===== src/swm_pkg.sv =====
`timescale 1ns / 1ps

package swm_pkg;

    // field widths
    localparam int unsigned COORD_W = 5;
    localparam int unsigned SPU_W   = 12;
    localparam int unsigned REM_W   = 17;
    localparam int unsigned PHASE_W = 3;
    localparam int unsigned COIL_W  = 4;
    localparam int unsigned IN_DATA_W  = 16;
    localparam int unsigned OUT_DATA_W = 16;

    // steps per unit after reset: 43 teeth times 8 half steps
    localparam logic [SPU_W-1:0] STEPS_RESET = SPU_W'(43 * 8);

    // item kinds carried in tuser
    localparam logic KIND_WAYPOINT = 1'b0;
    localparam logic KIND_TICK     = 1'b1;

    // direction codes
    localparam logic DIR_FWD = 1'b0;
    localparam logic DIR_REV = 1'b1;

    // control from the top level to one axis
    typedef struct packed {
        logic go;         // the registered item is processed this cycle
        logic tick;       // item is a step tick
        logic limits_ok;  // all limit switches closed
    } axis_ctl_t;

    // status from one axis back to the top level
    typedef struct packed {
        logic              busy;       // steps remaining before this item
        logic              busy_next;  // steps remaining after this item
        logic [COIL_W-1:0] coil_next;  // held coil pattern after this item
    } axis_stat_t;

    // 8-phase half-step coil patterns, bits in4 in3 in2 in1
    function automatic logic [COIL_W-1:0] half_step(input logic [PHASE_W-1:0] phase);
        logic [COIL_W-1:0] pat;
        case (phase)
            3'd0:    pat = 4'h8;
            3'd1:    pat = 4'hC;
            3'd2:    pat = 4'h4;
            3'd3:    pat = 4'h6;
            3'd4:    pat = 4'h2;
            3'd5:    pat = 4'h3;
            3'd6:    pat = 4'h1;
            3'd7:    pat = 4'h9;
            default: pat = 4'h0;
        endcase
        return pat;
    endfunction

endpackage


===== src/two_axis_stepper_waypoint_mover.sv =====
`timescale 1ns / 1ps

// Two-axis stepper controller with half-step coil sequencing.
// Input items on s_axis: tuser is the kind (0 waypoint, 1 step tick), tdata
// carries target_x, target_y and limits_ok. A waypoint plans a step count
// and direction per axis from the difference to the previous waypoint times
// steps_per_unit; a tick advances every axis that still has steps, or aborts
// the move when limits_ok is low.
// Every item gives one result item on m_axis: held coil patterns for x and
// y, a moving flag and an aborted flag.
// steps_per_unit is written through cfg_we / cfg_wdata; the user must write
// it only while idle (not enforced); it takes effect for the next waypoint.
// After acceptance an item waits in the input register and is processed into
// the output register, which offers the result; one item is accepted per
// cycle while m_axis does not stall, with the single processing stage between
// the input register and the output register.
// When m_axis stalls the output register holds, the input register fills,
// and s_axis_tready drops until the result is taken.
// Reset clears positions, step counts, phases, coils and the abort flag,
// and loads steps_per_unit with 344.
module two_axis_stepper_waypoint_mover
(
    input  logic        clk,
    input  logic        rst_n,
    input  logic        cfg_we,
    input  logic [11:0] cfg_wdata,      // steps_per_unit
    input  logic        s_axis_tvalid,
    output logic        s_axis_tready,
    input  logic [15:0] s_axis_tdata,   // target_x[4:0], target_y[9:5], limits_ok[10], zero
    input  logic        s_axis_tuser,   // kind
    output logic        m_axis_tvalid,
    input  logic        m_axis_tready,
    output logic [15:0] m_axis_tdata    // coil_x[3:0], coil_y[7:4], moving[8], aborted[9], zero
);

    logic [swm_pkg::SPU_W-1:0] spu_reg;

    // input register
    logic                               in_valid_reg;
    logic                               in_kind_reg;
    logic signed [swm_pkg::COORD_W-1:0] in_tx_reg;
    logic signed [swm_pkg::COORD_W-1:0] in_ty_reg;
    logic                               in_lim_reg;

    // output register
    logic                        out_valid_reg;
    logic [swm_pkg::COIL_W-1:0]  out_coil_x_reg;
    logic [swm_pkg::COIL_W-1:0]  out_coil_y_reg;
    logic                        out_moving_reg;
    logic                        out_aborted_reg;

    logic                abort_reg, abort_next;
    logic                advance;
    swm_pkg::axis_ctl_t  ctl;
    swm_pkg::axis_stat_t stat_x, stat_y;

    // handshake
    assign advance       = in_valid_reg && (!out_valid_reg || m_axis_tready);
    assign s_axis_tready = !in_valid_reg || advance;

    // steps per unit register
    always_ff @(posedge clk or negedge rst_n)
    begin
        if (!rst_n)
            spu_reg <= swm_pkg::STEPS_RESET;
        else if (cfg_we)
            spu_reg <= cfg_wdata;
    end

    // input stage
    always_ff @(posedge clk or negedge rst_n)
    begin
        if (!rst_n)
            in_valid_reg <= 1'b0;
        else if (s_axis_tready)
            in_valid_reg <= s_axis_tvalid;
    end

    always_ff @(posedge clk)
    begin
        if (s_axis_tready && s_axis_tvalid)
        begin
            in_kind_reg <= s_axis_tuser;
            in_tx_reg   <= s_axis_tdata[4:0];
            in_ty_reg   <= s_axis_tdata[9:5];
            in_lim_reg  <= s_axis_tdata[10];
        end
    end

    // per-axis planning and stepping
    assign ctl.go        = advance;
    assign ctl.tick      = (in_kind_reg == swm_pkg::KIND_TICK);
    assign ctl.limits_ok = in_lim_reg;

    swm_axis u_axis_x
    (
        .clk            (clk),
        .rst_n          (rst_n),
        .ctl            (ctl),
        .target         (in_tx_reg),
        .steps_per_unit (spu_reg),
        .stat           (stat_x)
    );

    swm_axis u_axis_y
    (
        .clk            (clk),
        .rst_n          (rst_n),
        .ctl            (ctl),
        .target         (in_ty_reg),
        .steps_per_unit (spu_reg),
        .stat           (stat_y)
    );

    // abort flag: cleared by a waypoint, set by an open limit during a move
    always_comb
    begin
        abort_next = abort_reg;
        if (advance)
        begin
            if (!ctl.tick)
                abort_next = 1'b0;
            else if (!ctl.limits_ok && (stat_x.busy || stat_y.busy))
                abort_next = 1'b1;
        end
    end

    always_ff @(posedge clk or negedge rst_n)
    begin
        if (!rst_n)
            abort_reg <= 1'b0;
        else
            abort_reg <= abort_next;
    end

    // output stage
    always_ff @(posedge clk or negedge rst_n)
    begin
        if (!rst_n)
            out_valid_reg <= 1'b0;
        else if (advance)
            out_valid_reg <= 1'b1;
        else if (m_axis_tready)
            out_valid_reg <= 1'b0;
    end

    always_ff @(posedge clk)
    begin
        if (advance)
        begin
            out_coil_x_reg  <= stat_x.coil_next;
            out_coil_y_reg  <= stat_y.coil_next;
            out_moving_reg  <= stat_x.busy_next || stat_y.busy_next;
            out_aborted_reg <= abort_next;
        end
    end

    assign m_axis_tvalid = out_valid_reg;
    assign m_axis_tdata  = {6'd0, out_aborted_reg, out_moving_reg,
                            out_coil_y_reg, out_coil_x_reg};

`ifndef SYNTH
    // an aborted move never reports steps remaining
    assert property (@(posedge clk) disable iff (!rst_n)
        out_valid_reg && out_aborted_reg |-> !out_moving_reg)
        else $error("aborted result still shows moving");

    // a processed item always lands in the output register
    assert property (@(posedge clk) disable iff (!rst_n)
        advance |=> out_valid_reg)
        else $error("processed item lost its result");

    // a stalled output keeps the pending input item
    assert property (@(posedge clk) disable iff (!rst_n)
        in_valid_reg && out_valid_reg && !m_axis_tready |=> in_valid_reg)
        else $error("input item dropped during stall");
`endif

endmodule


===== src/swm_axis.sv =====
`timescale 1ns / 1ps

module swm_axis
(
    input  logic                                 clk,
    input  logic                                 rst_n,
    input  swm_pkg::axis_ctl_t                   ctl,
    input  logic signed [swm_pkg::COORD_W-1:0]   target,
    input  logic        [swm_pkg::SPU_W-1:0]     steps_per_unit,
    output swm_pkg::axis_stat_t                  stat
);

    logic signed [swm_pkg::COORD_W-1:0] last_reg, last_next;
    logic [swm_pkg::REM_W-1:0]          remaining_reg, remaining_next;
    logic                               dir_reg, dir_next;
    logic [swm_pkg::PHASE_W-1:0]        phase_reg, phase_next;
    logic [swm_pkg::COIL_W-1:0]         coil_reg, coil_next;

    logic signed [swm_pkg::COORD_W:0]   diff;
    logic [swm_pkg::COORD_W-1:0]        mag;
    logic [swm_pkg::REM_W-1:0]          planned;
    logic                               busy;

    // waypoint planning: magnitude of the move times steps per unit
    always_comb
    begin
        diff    = {target[swm_pkg::COORD_W-1], target}
                - {last_reg[swm_pkg::COORD_W-1], last_reg};
        mag     = diff[swm_pkg::COORD_W] ? swm_pkg::COORD_W'(-diff)
                                         : swm_pkg::COORD_W'(diff);
        planned = swm_pkg::REM_W'(mag) * swm_pkg::REM_W'(steps_per_unit);
    end

    assign busy = (remaining_reg != '0);

    // next state for one item
    always_comb
    begin
        last_next      = last_reg;
        remaining_next = remaining_reg;
        dir_next       = dir_reg;
        phase_next     = phase_reg;
        coil_next      = coil_reg;
        if (ctl.go)
        begin
            if (!ctl.tick)
            begin
                last_next      = target;
                remaining_next = planned;
                dir_next       = diff[swm_pkg::COORD_W] ? swm_pkg::DIR_REV : swm_pkg::DIR_FWD;
            end
            else if (!ctl.limits_ok)
            begin
                remaining_next = '0;
            end
            else if (busy)
            begin
                coil_next      = swm_pkg::half_step(phase_reg);
                phase_next     = (dir_reg == swm_pkg::DIR_REV) ? phase_reg - 1'b1
                                                               : phase_reg + 1'b1;
                remaining_next = remaining_reg - 1'b1;
            end
        end
    end

    // axis state
    always_ff @(posedge clk or negedge rst_n)
    begin
        if (!rst_n)
        begin
            last_reg      <= '0;
            remaining_reg <= '0;
            dir_reg       <= swm_pkg::DIR_FWD;
            phase_reg     <= '0;
            coil_reg      <= '0;
        end
        else
        begin
            last_reg      <= last_next;
            remaining_reg <= remaining_next;
            dir_reg       <= dir_next;
            phase_reg     <= phase_next;
            coil_reg      <= coil_next;
        end
    end

    assign stat.busy      = busy;
    assign stat.busy_next = (remaining_next != '0);
    assign stat.coil_next = coil_next;

endmodule


===== config.mk =====
export PLATFORM = sky130hd
export DESIGN_NAME = two_axis_stepper_waypoint_mover
export DESIGN_NICKNAME = d
export VERILOG_FILES = /design/src/swm_pkg.sv /design/src/two_axis_stepper_waypoint_mover.sv /design/src/swm_axis.sv
export SDC_FILE = /design/constraint.sdc
export NUM_CORES = 1
export LEC_CHECK = 0
export ABC_AREA = 1
export BUFFER_PORTS_ARGS = -buffer_cell sky130_fd_sc_hd__buf_2
export CORE_ASPECT_RATIO = 0.5
export CORE_MARGIN = 1.5
export CORE_UTILIZATION = 45
export CTS_CLUSTER_SIZE = 25
export DETAILED_ROUTE_END_ITERATION = 16
export GPL_TIMING_DRIVEN = 0
export MAX_ROUTING_LAYER = met4
export PLACE_DENSITY = 0.66
export SYNTH_ARGS = -nofsm -noshare
export SYNTH_HDL_FRONTEND = slang
export SYNTH_SLANG_ARGS = --single-unit

===== constraint.sdc =====
create_clock -name clk -period 11.53 [get_ports clk]
set_clock_uncertainty 0.2 [all_clocks]
set_input_delay 0 -clock clk [delete_from_list [all_inputs] [get_ports clk]]
set_output_delay 0 -clock clk [all_outputs]
set_load 0.02 [all_outputs]

==> impl_metrics.tcl, run 1 <==
set metrics [dict create \
    grt_pass1_wl_mm 41.78 \
    ios 52 \
    yosys-top-cells-count "nand2_1 (376), inv_1 (258), nor2_1 (179)" \
    muxShareOfSynthArea_pct 0 \
    r2r_start "u_axis_x.last_reg[0]" \
    yosysMostFrequentCell "nand2_1" \
    cp-startpoint "u_axis_x.last_reg[0]" \
    grt_overflow 0 \
    synth_xor_area_share_pct 2.384 \
    synth_ff_type "dfrtp_1" \
    r2r_end "out_moving_reg" \
    fp.dieArea_um2 22520 \
    synthArstFlopShare_pct 77.32 \
    drtPass1Iterations 6 \
    cp.required_ns 11.43 \
    synthTopCellsByArea "dfrtp_1 (18%), nand2_1 (15%), fa_1 (13%)" \
    clock_latency_ns 0.38 \
    postSynthAreaPerCell_um2 7.097 \
    routedWlPerCell_um 14.41 \
    hp-class "input port to flip-flop" \
    syn_area_um2 9708 \
    final_nets 1627 \
    die_h_um 106.9 \
    grt_max_degree 66 \
    synthAdderAreaFrac_pct 21.45 \
    synth.top_cell.area_share_pct 18.30 \
    clockRootBuffer "clkbuf_16" \
    grt_pass1_vias 8452 \
    globalRouteTotalUtil_pct 24.57 \
    syn_inst 1368 \
    gp_congestion 0.9392 \
    drv_slew 0 \
    synth_cell_types 46 \
    drt-initial-drc-count 752 \
    ys_seq_area_share_pct 26.19 \
    worstRegToRegCells 24 \
    yosys.area.top_type "dfrtp_1" \
    cts.clk_slew.worst_paths_ns 0.09 \
    cts_buffer_depth 2 \
    portBuffers 40 \
    r2r_slack_ns 5.24 \
    num_vias 8787 \
    area_growth_pct 13.34 \
    drive_above_1_share_pct 8.776 \
    worstMarginPinSlew_ns 1.223 \
    initial_core_util_pct 46.60 \
    synth_compound_area_share_pct 5.903 \
    relSlewSlack_pct 18.47 \
    fin_setup_tns_ns 0 \
    die_x_um 210.7 \
    ys_warn_count 0 \
    fin_ws_ns 5.243 \
    setup_viol 0 \
    worstSetupStartpointType "flip-flop" \
    critPathKind "flip-flop to flip-flop" \
    ys_ff_latch 97 \
    numClockSinks 97 \
    status "completed" \
    synth_edf_count 22 \
    pre_cts_slack_ns 5.345 \
    timing.fmax_ghz 0.1591 \
    worstPathArrival_ns 6.18 \
    routed_wl_mm 25.12 \
    cts_buffers 9 \
    period_share_pct 54.52 \
    cap_violations 0 \
    htree_levels 3 \
    antenna_cells 0 \
    n_fill_cell 2051 \
    vias_per_cell 5.041 \
    yosys.area_share.simple_pct 31.64 \
    std_cell_rows 37 \
    hold_path_startpoint "cfg_we" \
    dp_hpwl_mm 19.73 \
    hold_violations 0 \
    core_area_um2 20830 \
    rsz0062_at_grt "no" \
    period_needed_ns 6.287 \
    antenna_found_initial 0 \
    drc_errors 0 \
    cp-end-kind "flip-flop" \
    cts_tree "yes" \
    synth_top_family_by_area "simple AND/OR/NAND/NOR gates" \
    ant_nets 0 \
    path_max_fanout 10 \
    cp-endpoint "out_moving_reg" \
]
per-layer routing:
layer	global-route usage, %	up-vias	part of all wire, %	routed length, um
met1	33.33	4089	48	11940
met4	6.122	0	1.8	456
met5	-	-	0	0
met3	5.214	29	7.5	1896
li1	-	4384	-	-
met2	37.69	285	43	10820
worst max-delay path, cell delays in order (launching register included):
cell and delay (ns):
dfrtp_1 0.39, ha_1 0.23, fa_1 0.42, or2_2 0.30, nand2_1 0.14, o31ai_1 0.12
xnor2_2 0.46, inv_1 0.18, nand2_1 0.12, fa_1 0.48, fa_1 0.53, fa_1 0.54
inv_1 0.04, ha_1 0.35, or2_2 0.31, nand3_1 0.10, nand3_1 0.08, nand3_1 0.14
nand2_1 0.09, nor2_1 0.19, nand4_1 0.15, nor2_1 0.12, nand2_1 0.06, nor2_1 0.16
nand2_1 0.12
layout by cell type (no fill, tap or decap), types with 10 or more instances in the layout:
cell type and count:
dlygate4sd3_1 40, nand4_1 21, nand3_1 88, nor2_1 179
xor2_1 15, buf_2 44, inv_1 258, clkbuf_1 10
nand3b_1 10, fa_1 64, buf_4 10, edfxtp_1 22
nor2_2 10, a21oi_1 28, dfrtp_1 71, o21ai_0 55
ha_1 64, nand2_1 376
worst min-delay path by stage:
stage,end,depth (start not counted)
floorplan,abort_reg,0
global placement,in_ty_reg[3],1
detailed placement,u_axis_y.last_reg[0],1
CTS,spu_reg[4],4
global route,spu_reg[8],4
finish,spu_reg[9],3
logic make-up (layout without fill, tap and decap cells):
logic type | after synthesis | after routing
AOI/OAI and AO/OA | 103 | 103
xor gates and xnor gates | 23 | 23
adders and majority gates | 128 | 128
buffers and inverters | 300 | 397
DFF | 97 | 97
other | 1 | 6
and+or+nand+nor | 716 | 716
layout make-up:
class / instances / area [um2] / area share [%]
sequential: 97 / 2542 / 23.11
clock buffer: 9 / 225.2 / 2.047
clock inverter: 7 / 78.83 / 0.7164
tap: 273 / 341.6 / 3.104
inverter: 271 / 1017 / 9.245
multi-input combinational: 976 / 5981 / 54.36
buffer: 29 / 186.4 / 1.694
timing repair buffer: 81 / 630.6 / 5.731
metrics by stage:
stage / util (%) / hold slack, ns / instance area, um2 / instances
floorplan: - / -0.4956 / 9727 / 1373
global placement: 49.29 / -0.02371 / 10270 / 1686
detailed placement: 49.44 / -0.3346 / 10300 / 1687
CTS: 52.82 / 0.003480 / 11000 / 1743
global route: 52.82 / 0.08317 / 11000 / 1743
finish: 52.82 / 0.01648 / 11000 / 1743
timing repair:
action	CTS	global route
setup buffers	0	0
hold buffers	40	0
hold endpoints to repair	101	0
gates resized for setup	0	0
Power of run 1 is left out: the tool's default activity adds up to more than one toggle a clock period on the data nets, which glitch-free logic cannot reach.
==> run 2: changes to the inputs <==
--- a/config.mk
+++ b/config.mk
@@ -5,7 +5,7 @@
 export SDC_FILE = /design/constraint.sdc
 export NUM_CORES = 1
 export LEC_CHECK = 0
-export ABC_AREA = 1
+export ABC_AREA = 0
 export BUFFER_PORTS_ARGS = -buffer_cell sky130_fd_sc_hd__buf_2
 export CORE_ASPECT_RATIO = 0.5
 export CORE_MARGIN = 1.5
@@ -14,7 +14,7 @@
 export DETAILED_ROUTE_END_ITERATION = 16
 export GPL_TIMING_DRIVEN = 0
 export MAX_ROUTING_LAYER = met4
-export PLACE_DENSITY = 0.66
+export PLACE_DENSITY = 0.68
 export SYNTH_ARGS = -nofsm -noshare
 export SYNTH_HDL_FRONTEND = slang
 export SYNTH_SLANG_ARGS = --single-unit
==> constraint.sdc (replaced) <==
create_clock -name clk -period 5.7 [get_ports clk]
set_clock_uncertainty 0.2 [all_clocks]
set_input_delay 0 -clock clk [delete_from_list [all_inputs] [get_ports clk]]
set_output_delay 0 -clock clk [all_outputs]
set_load 0.02 [all_outputs]
==> impl_metrics.tcl, run 2 <==
set metrics [dict create \
    status "complete, but fails checks" \
    violations "setup timing" \
    initial_core_util_pct 46.09 \
    core_area_um2 19550 \
    period_needed_ns 6.608 \
    timing.fmax_ghz 0.1513 \
    syn_inst 1014 \
    rsz0062_at_grt "yes" \
    worstSetupStartpointType "flip-flop" \
    die_x_um 203.1 \
    antenna_cells 0 \
    dp_hpwl_mm 17.81 \
    clock_latency_ns 0.36 \
    drtPass1Iterations 6 \
    yosys-top-cells-count "inv_1 (126), nand2_1 (89), dfrtp_1 (71)" \
    ios 52 \
    muxShareOfSynthArea_pct 2.180 \
    yosys.area_share.simple_pct 20.26 \
    synthTopCellsByArea "dfrtp_1 (20%), fa_1 (14%), ha_1 (8.9%)" \
    wl_met3_mm 1.631 \
    numClockSinks 97 \
    synth_edf_count 22 \
    yosysMostFrequentCell "inv_1" \
    period_share_pct 115.9 \
    synth_cell_types 71 \
    gp_congestion 0.8918 \
    cp.required_ns 5.60 \
    htree_levels 3 \
    synth_top_family_by_area "adder cells" \
    die_h_um 103.1 \
    drive_above_1_share_pct 24.42 \
    critPathKind "flip-flop to flip-flop" \
    layout_common_cells "inv_1 (116), nand2_1 (85), dfrtp_1 (71)" \
    routedWlPerCell_um 17.91 \
    grt_max_degree 59 \
    drc_errors 0 \
    worstMarginPinSlew_ns 1.221 \
    relSlewSlack_pct 18.59 \
    ys_warn_count 0 \
    ys_ff_latch 97 \
    drt-initial-drc-count 732 \
    cts_buffers 9 \
    fin_cells 1425 \
    hold_violations 0 \
    globalRouteTotalUtil_pct 25.66 \
    cts_buffer_depth 2 \
    postSynthAreaPerCell_um2 8.885 \
    vias_per_cell 5.499 \
    setup_viol 9 \
    wl_met2_mm 11.32 \
    top_layer "met4" \
    num_vias 7836 \
    routed_wl_mm 25.53 \
    yosys.area.top_type "dfrtp_1" \
    cts.clk_slew.worst_paths_ns 0.07 \
    synth.top_cell.area_share_pct 19.72 \
    synth_ff_type "dfrtp_1" \
    ys_seq_area_share_pct 28.22 \
    cap_violations 0 \
    std_cell_rows 36 \
    path_max_fanout 5 \
    fp.dieArea_um2 20930 \
    area_growth_pct 28.97 \
    place_inst 1326 \
    cts_tree "yes" \
    final_nets 1316 \
    ant_nets 0 \
    synthAdderAreaFrac_pct 23.11 \
    drv_slew 0 \
    synth_compound_area_share_pct 15.05 \
    final_common_cell "inv_1" \
    portBuffers 40 \
    synthArstFlopShare_pct 77.32 \
    grt_pass1_wl_mm 40.16 \
    fin_ws_ns -0.9082 \
    grt_pass1_vias 7784 \
    synth_xor_area_share_pct 3.305 \
    clockRootBuffer "clkbuf_16" \
    wl_met1_mm 12.07 \
    antenna_found_initial 0 \
    hp-class "input port to flip-flop" \
    worstPathArrival_ns 6.51 \
    grt_overflow 0 \
    syn_area_um2 9010 \
    cp-end-kind "flip-flop" \
]
run 2: changes by cell type after synthesis, sizes merged, moves of 15 or more:
| cell | previous run | this run |
|---|---|---|
| nand2 | 382 | 89 |
| nor2b | 0 | 30 |
| nand3 | 94 | 15 |
| nand4 | 23 | 0 |
| inv | 262 | 128 |
| nor3 | 8 | 23 |
| nand2b | 0 | 25 |
| and2 | 1 | 60 |
| nor2 | 192 | 53 |
| clkbuf | 10 | 36 |
run 2: final timing paths:
path | start | end | slack [ns] | cells past startpoint
min in group asynchronous | rst_n | spu_reg[6] | 0.50 | 3
max in group asynchronous | rst_n | spu_reg[2] | 3.61 | 4
hold / removal | s_axis_tdata[6] | in_ty_reg[1] | 0.15 | 2
setup reg to reg | in_ty_reg[1] | out_moving_reg | -0.91 | 26
hold reg to reg | u_axis_y.coil_reg[2] | u_axis_y.coil_reg[2] | 0.29 | 2
setup / recovery | in_ty_reg[1] | out_moving_reg | -0.91 | 26
run 2: kinds of logic (layout without fill, tap and decap cells):
logic type	Yosys count	after routing
and+or+nand+nor	345	345
AOI/OAI and AO/OA	212	212
buffers and inverters	179	319
adders and majority gates	128	128
DFF	97	97
xor gates and xnor gates	34	34
muxes	18	18
other	1	6
run 2: final cells by class:
class                           instances  area (um2)
Fill cell                            1660        7929
Multi-Input combinational cell        743        6666
Sequential cell                        97        2542
Timing Repair Buffer                  126       991.0
Inverter                              129       484.2
Tap cell                              266       332.8
Buffer                                 48       260.3
Clock buffer                           11       232.7
Clock inverter                          5       110.1
run 2: critical path: stages (launching register included):
cell       delay (ns)
edfxtp_1         0.40
ha_1             0.31
nor2b_4          0.13
o21ai_2          0.11
nand2b_1         0.12
a2111oi_4        0.38
a21oi_4          0.12
a31oi_4          0.18
xnor2_2          0.09
buf_4            0.18
buf_6            0.13
and2_4           0.16
fa_2             0.46
fa_1             0.50
inv_1            0.05
fa_1             0.47
inv_1            0.06
ha_4             0.18
or3_4            0.40
o22ai_4          0.21
xor2_2           0.16
o21ai_2          0.08
or4_4            0.59
nor4_4           0.14
nand4b_1         0.17
nor4_2           0.27
nand3_1          0.10
run 2: per-stage QoR:
step	hold slack, ns	area, um2	utilization [%]	TNS (ns)	worst slack, ns
after floorplan	-0.4956	9183	-	-0.4396	-0.4396
after CTS	0.1379	11020	56.39	-2.791	-0.9245
after global routing	0.1461	11620	59.44	-5.634	-1.131
after detailed placement	-0.2989	9746	49.85	-6.089	-1.326
final	0.1454	11620	59.44	-3.085	-0.9082
after global placement	-0.02275	9716	49.70	-4.560	-1.191
run 2: per-layer routing:
metal | vias to the layer above | track usage, %
met5 | - | -
met2 | 265 | 39.36
met1 | 3814 | 34.23
met4 | 0 | 6.838
met3 | 51 | 6.131
li1 | 3706 | -
run 2: what timing repair did:
item,in CTS,in global routing
gates resized for setup,73,111
hold endpoints to repair,101,0
hold buffers,32,0
gates cloned,2,0
pin swaps,41,76
setup endpoints to repair,15,18
buffers inserted,38,15
Power of run 2 is left out for the same reason.
==> run 3: changes to the inputs <==
--- a/config.mk
+++ b/config.mk
@@ -9,12 +9,13 @@
 export BUFFER_PORTS_ARGS = -buffer_cell sky130_fd_sc_hd__buf_2
 export CORE_ASPECT_RATIO = 0.5
 export CORE_MARGIN = 1.5
-export CORE_UTILIZATION = 45
+export CORE_UTILIZATION = 30
 export CTS_CLUSTER_SIZE = 25
 export DETAILED_ROUTE_END_ITERATION = 16
 export GPL_TIMING_DRIVEN = 0
 export MAX_ROUTING_LAYER = met4
-export PLACE_DENSITY = 0.68
+export PLACE_DENSITY = 0.51
 export SYNTH_ARGS = -nofsm -noshare
 export SYNTH_HDL_FRONTEND = slang
+export SYNTH_HIERARCHICAL = 1
 export SYNTH_SLANG_ARGS = --single-unit
==> impl_metrics.tcl, run 3 <==
set metrics [dict create \
    status "complete, but fails checks" \
    violations "setup timing" \
    antenna_found_initial 0 \
    drv_slew 0 \
    synth_xor_area_share_pct 2.936 \
    critPathKind "flip-flop to flip-flop" \
    layout_common_cells "inv_1 (114), dfrtp_1 (71), nand2_1 (62)" \
    slowest_stage "or4_4" \
    place_area_um2 10140 \
    seqCellArea_um2 2542 \
    synthAdderAreaFrac_pct 22.51 \
    cp-end-kind "flip-flop" \
    r2r_end "out_moving_reg" \
    die_h_um 127.2 \
    slowest_delay_ns 0.55 \
    r2r_start "in_tx_reg[1]" \
    antenna_cells 0 \
    setup_viol 2 \
    dp_hpwl_mm 17.50 \
    ant_nets 0 \
    routedWlPerCell_um 15.53 \
    multiInputGateArea_um2 6694 \
    n_fill_cell 2999 \
    synthArstFlopShare_pct 77.32 \
    postSynthAreaPerCell_um2 9.212 \
    ys_warn_count 6 \
    ys_seq_area_share_pct 27.49 \
    worstRegToRegCells 25 \
    gp_congestion 0.8957 \
    design_area_um2 11680 \
    hp-class "input port to asynchronous set/reset pin" \
    fin_ws_ns -1.453 \
    portBuffers 40 \
    muxShareOfSynthArea_pct 2.746 \
    fp.dieArea_um2 31960 \
    clockRootBuffer "clkbuf_16" \
    synth_cell_types 87 \
    relSlewSlack_pct 48.83 \
    drt-initial-drc-count 462 \
    synth_compound_area_share_pct 16.00 \
    yosys-top-cells-count "inv_1 (123), dfrtp_1 (71), o21ai_0 (71)" \
    htree_levels 3 \
    yosys.area.top_type "dfrtp_1" \
    numClockSinks 97 \
    drive_above_1_share_pct 22.10 \
    synthTopCellsByArea "dfrtp_1 (19%), fa_1 (14%), ha_1 (8.7%)" \
    final_common_cell "inv_1" \
    cp.required_ns 5.63 \
    std_cell_rows 45 \
    globalRouteTotalUtil_pct 15.87 \
    vias_per_cell 4.988 \
    drc_errors 0 \
    core_area_um2 30350 \
    syn_area_um2 9249 \
    routed_wl_mm 23.84 \
    die_x_um 251.3 \
    cts.clk_slew.worst_paths_ns 0.08 \
    synth_edf_count 22 \
    worst_path_most_repeated_cell "fa_1" \
    grt_pass1_wl_mm 39.72 \
    cap_violations 0 \
    cts_buffers 9 \
    grt_pass1_vias 8045 \
    synth_ff_type "dfrtp_1" \
    area_growth_pct 26.27 \
    initial_core_util_pct 30.48 \
    grt_max_degree 43 \
    hold_violations 0 \
    period_share_pct 125.5 \
    final_nets 1293 \
    path_max_fanout 6 \
    drtPass1Iterations 5 \
    period_needed_ns 7.153 \
    yosys.area_share.simple_pct 20.81 \
    rsz0062_at_grt "yes" \
    yosysMostFrequentCell "inv_1" \
    worstSetupStartpointType "flip-flop" \
    ios 52 \
    timing.fmax_ghz 0.1398 \
    clock_latency_ns 0.37 \
    cts_tree "yes" \
    cts_buffer_depth 2 \
    path_delay_family "simple AND/OR/NAND/NOR gates" \
    num_vias 7657 \
    syn_inst 1004 \
    worstPathArrival_ns 7.09 \
    r2r_slack_ns -1.45 \
    ys_ff_latch 97 \
    worstMarginPinSlew_ns 0.7676 \
    grt_overflow 0 \
    synth.top_cell.area_share_pct 19.21 \
    path_buf_inv 6 \
    synth_top_family_by_area "adder cells" \
]
-- run 3: repair_timing --
action / 4_1_cts / 5_1_grt
hold buffers: 41 / 0
gates cloned: 0 / 1
setup endpoints to repair: 20 / 14
setup buffers: 20 / 10
pin swaps: 39 / 52
resized for setup: 73 / 60
hold endpoints to repair: 100 / 0
-- run 3: kinds of logic after synthesis --
| family | count (synthesis) |
|---|---|
| xor+xnor | 31 |
| compound gates | 223 |
| fa+ha+maj | 128 |
| simple gates | 337 |
| flops | 97 |
| mux | 20 |
| other cells | 1 |
| buf+inv | 167 |
-- run 3: cell type report --
| class | count | area share [%] |
|---|---|---|
| buffer | 42 | 2.400 |
| clock buffer | 9 | 1.928 |
| clock inverter | 7 | 0.5678 |
| inverter | 124 | 3.985 |
| multi-input combinational | 745 | 57.32 |
| sequential | 97 | 21.77 |
| tap | 399 | 4.275 |
| timing repair buffer | 112 | 7.757 |
-- run 3: routing by layer --
layer  vias to the layer above  GRT usage (%)  wire length [um]
li1                       3727              -                 -
met1                      3753          19.19             11010
met2                       137          27.46             11630
met3                        40          2.506               717
met4                         0          4.748               473
met5                         -              -                 0
-- run 3: how the worst max path moves through the flow --
stage | start | to | slack (ns) | cells past startpoint
after CTS | u_axis_x/last_reg[0] | out_moving_reg | -1.48 | 22
after detailed placement | u_axis_x/last_reg[0] | out_moving_reg | -2.04 | 21
final | in_tx_reg[1] | out_moving_reg | -1.45 | 25
after floorplan | u_axis_x/last_reg[0] | out_moving_reg | -0.98 | 21
after global placement | u_axis_x/last_reg[0] | out_moving_reg | -2.03 | 21
after global routing | u_axis_x/last_reg[1] | out_moving_reg | -1.66 | 26
-- run 3: through the flow --
stage	setup WS, ns	TNS [ns]	hold WS [ns]	std cells	util [%]
after global routing	-1.663	-3.018	0.02371	1535	38.48
after detailed placement	-2.040	-8.637	-0.1975	1450	33.40
after CTS	-1.478	-1.785	0.007520	1527	37.51
after floorplan	-0.9794	-0.9794	-0.4956	1009	-
after global placement	-2.033	-7.215	-0.02320	1448	33.24
final	-1.453	-1.516	0.01389	1535	38.48
Power of run 3 is left out for the same reason.
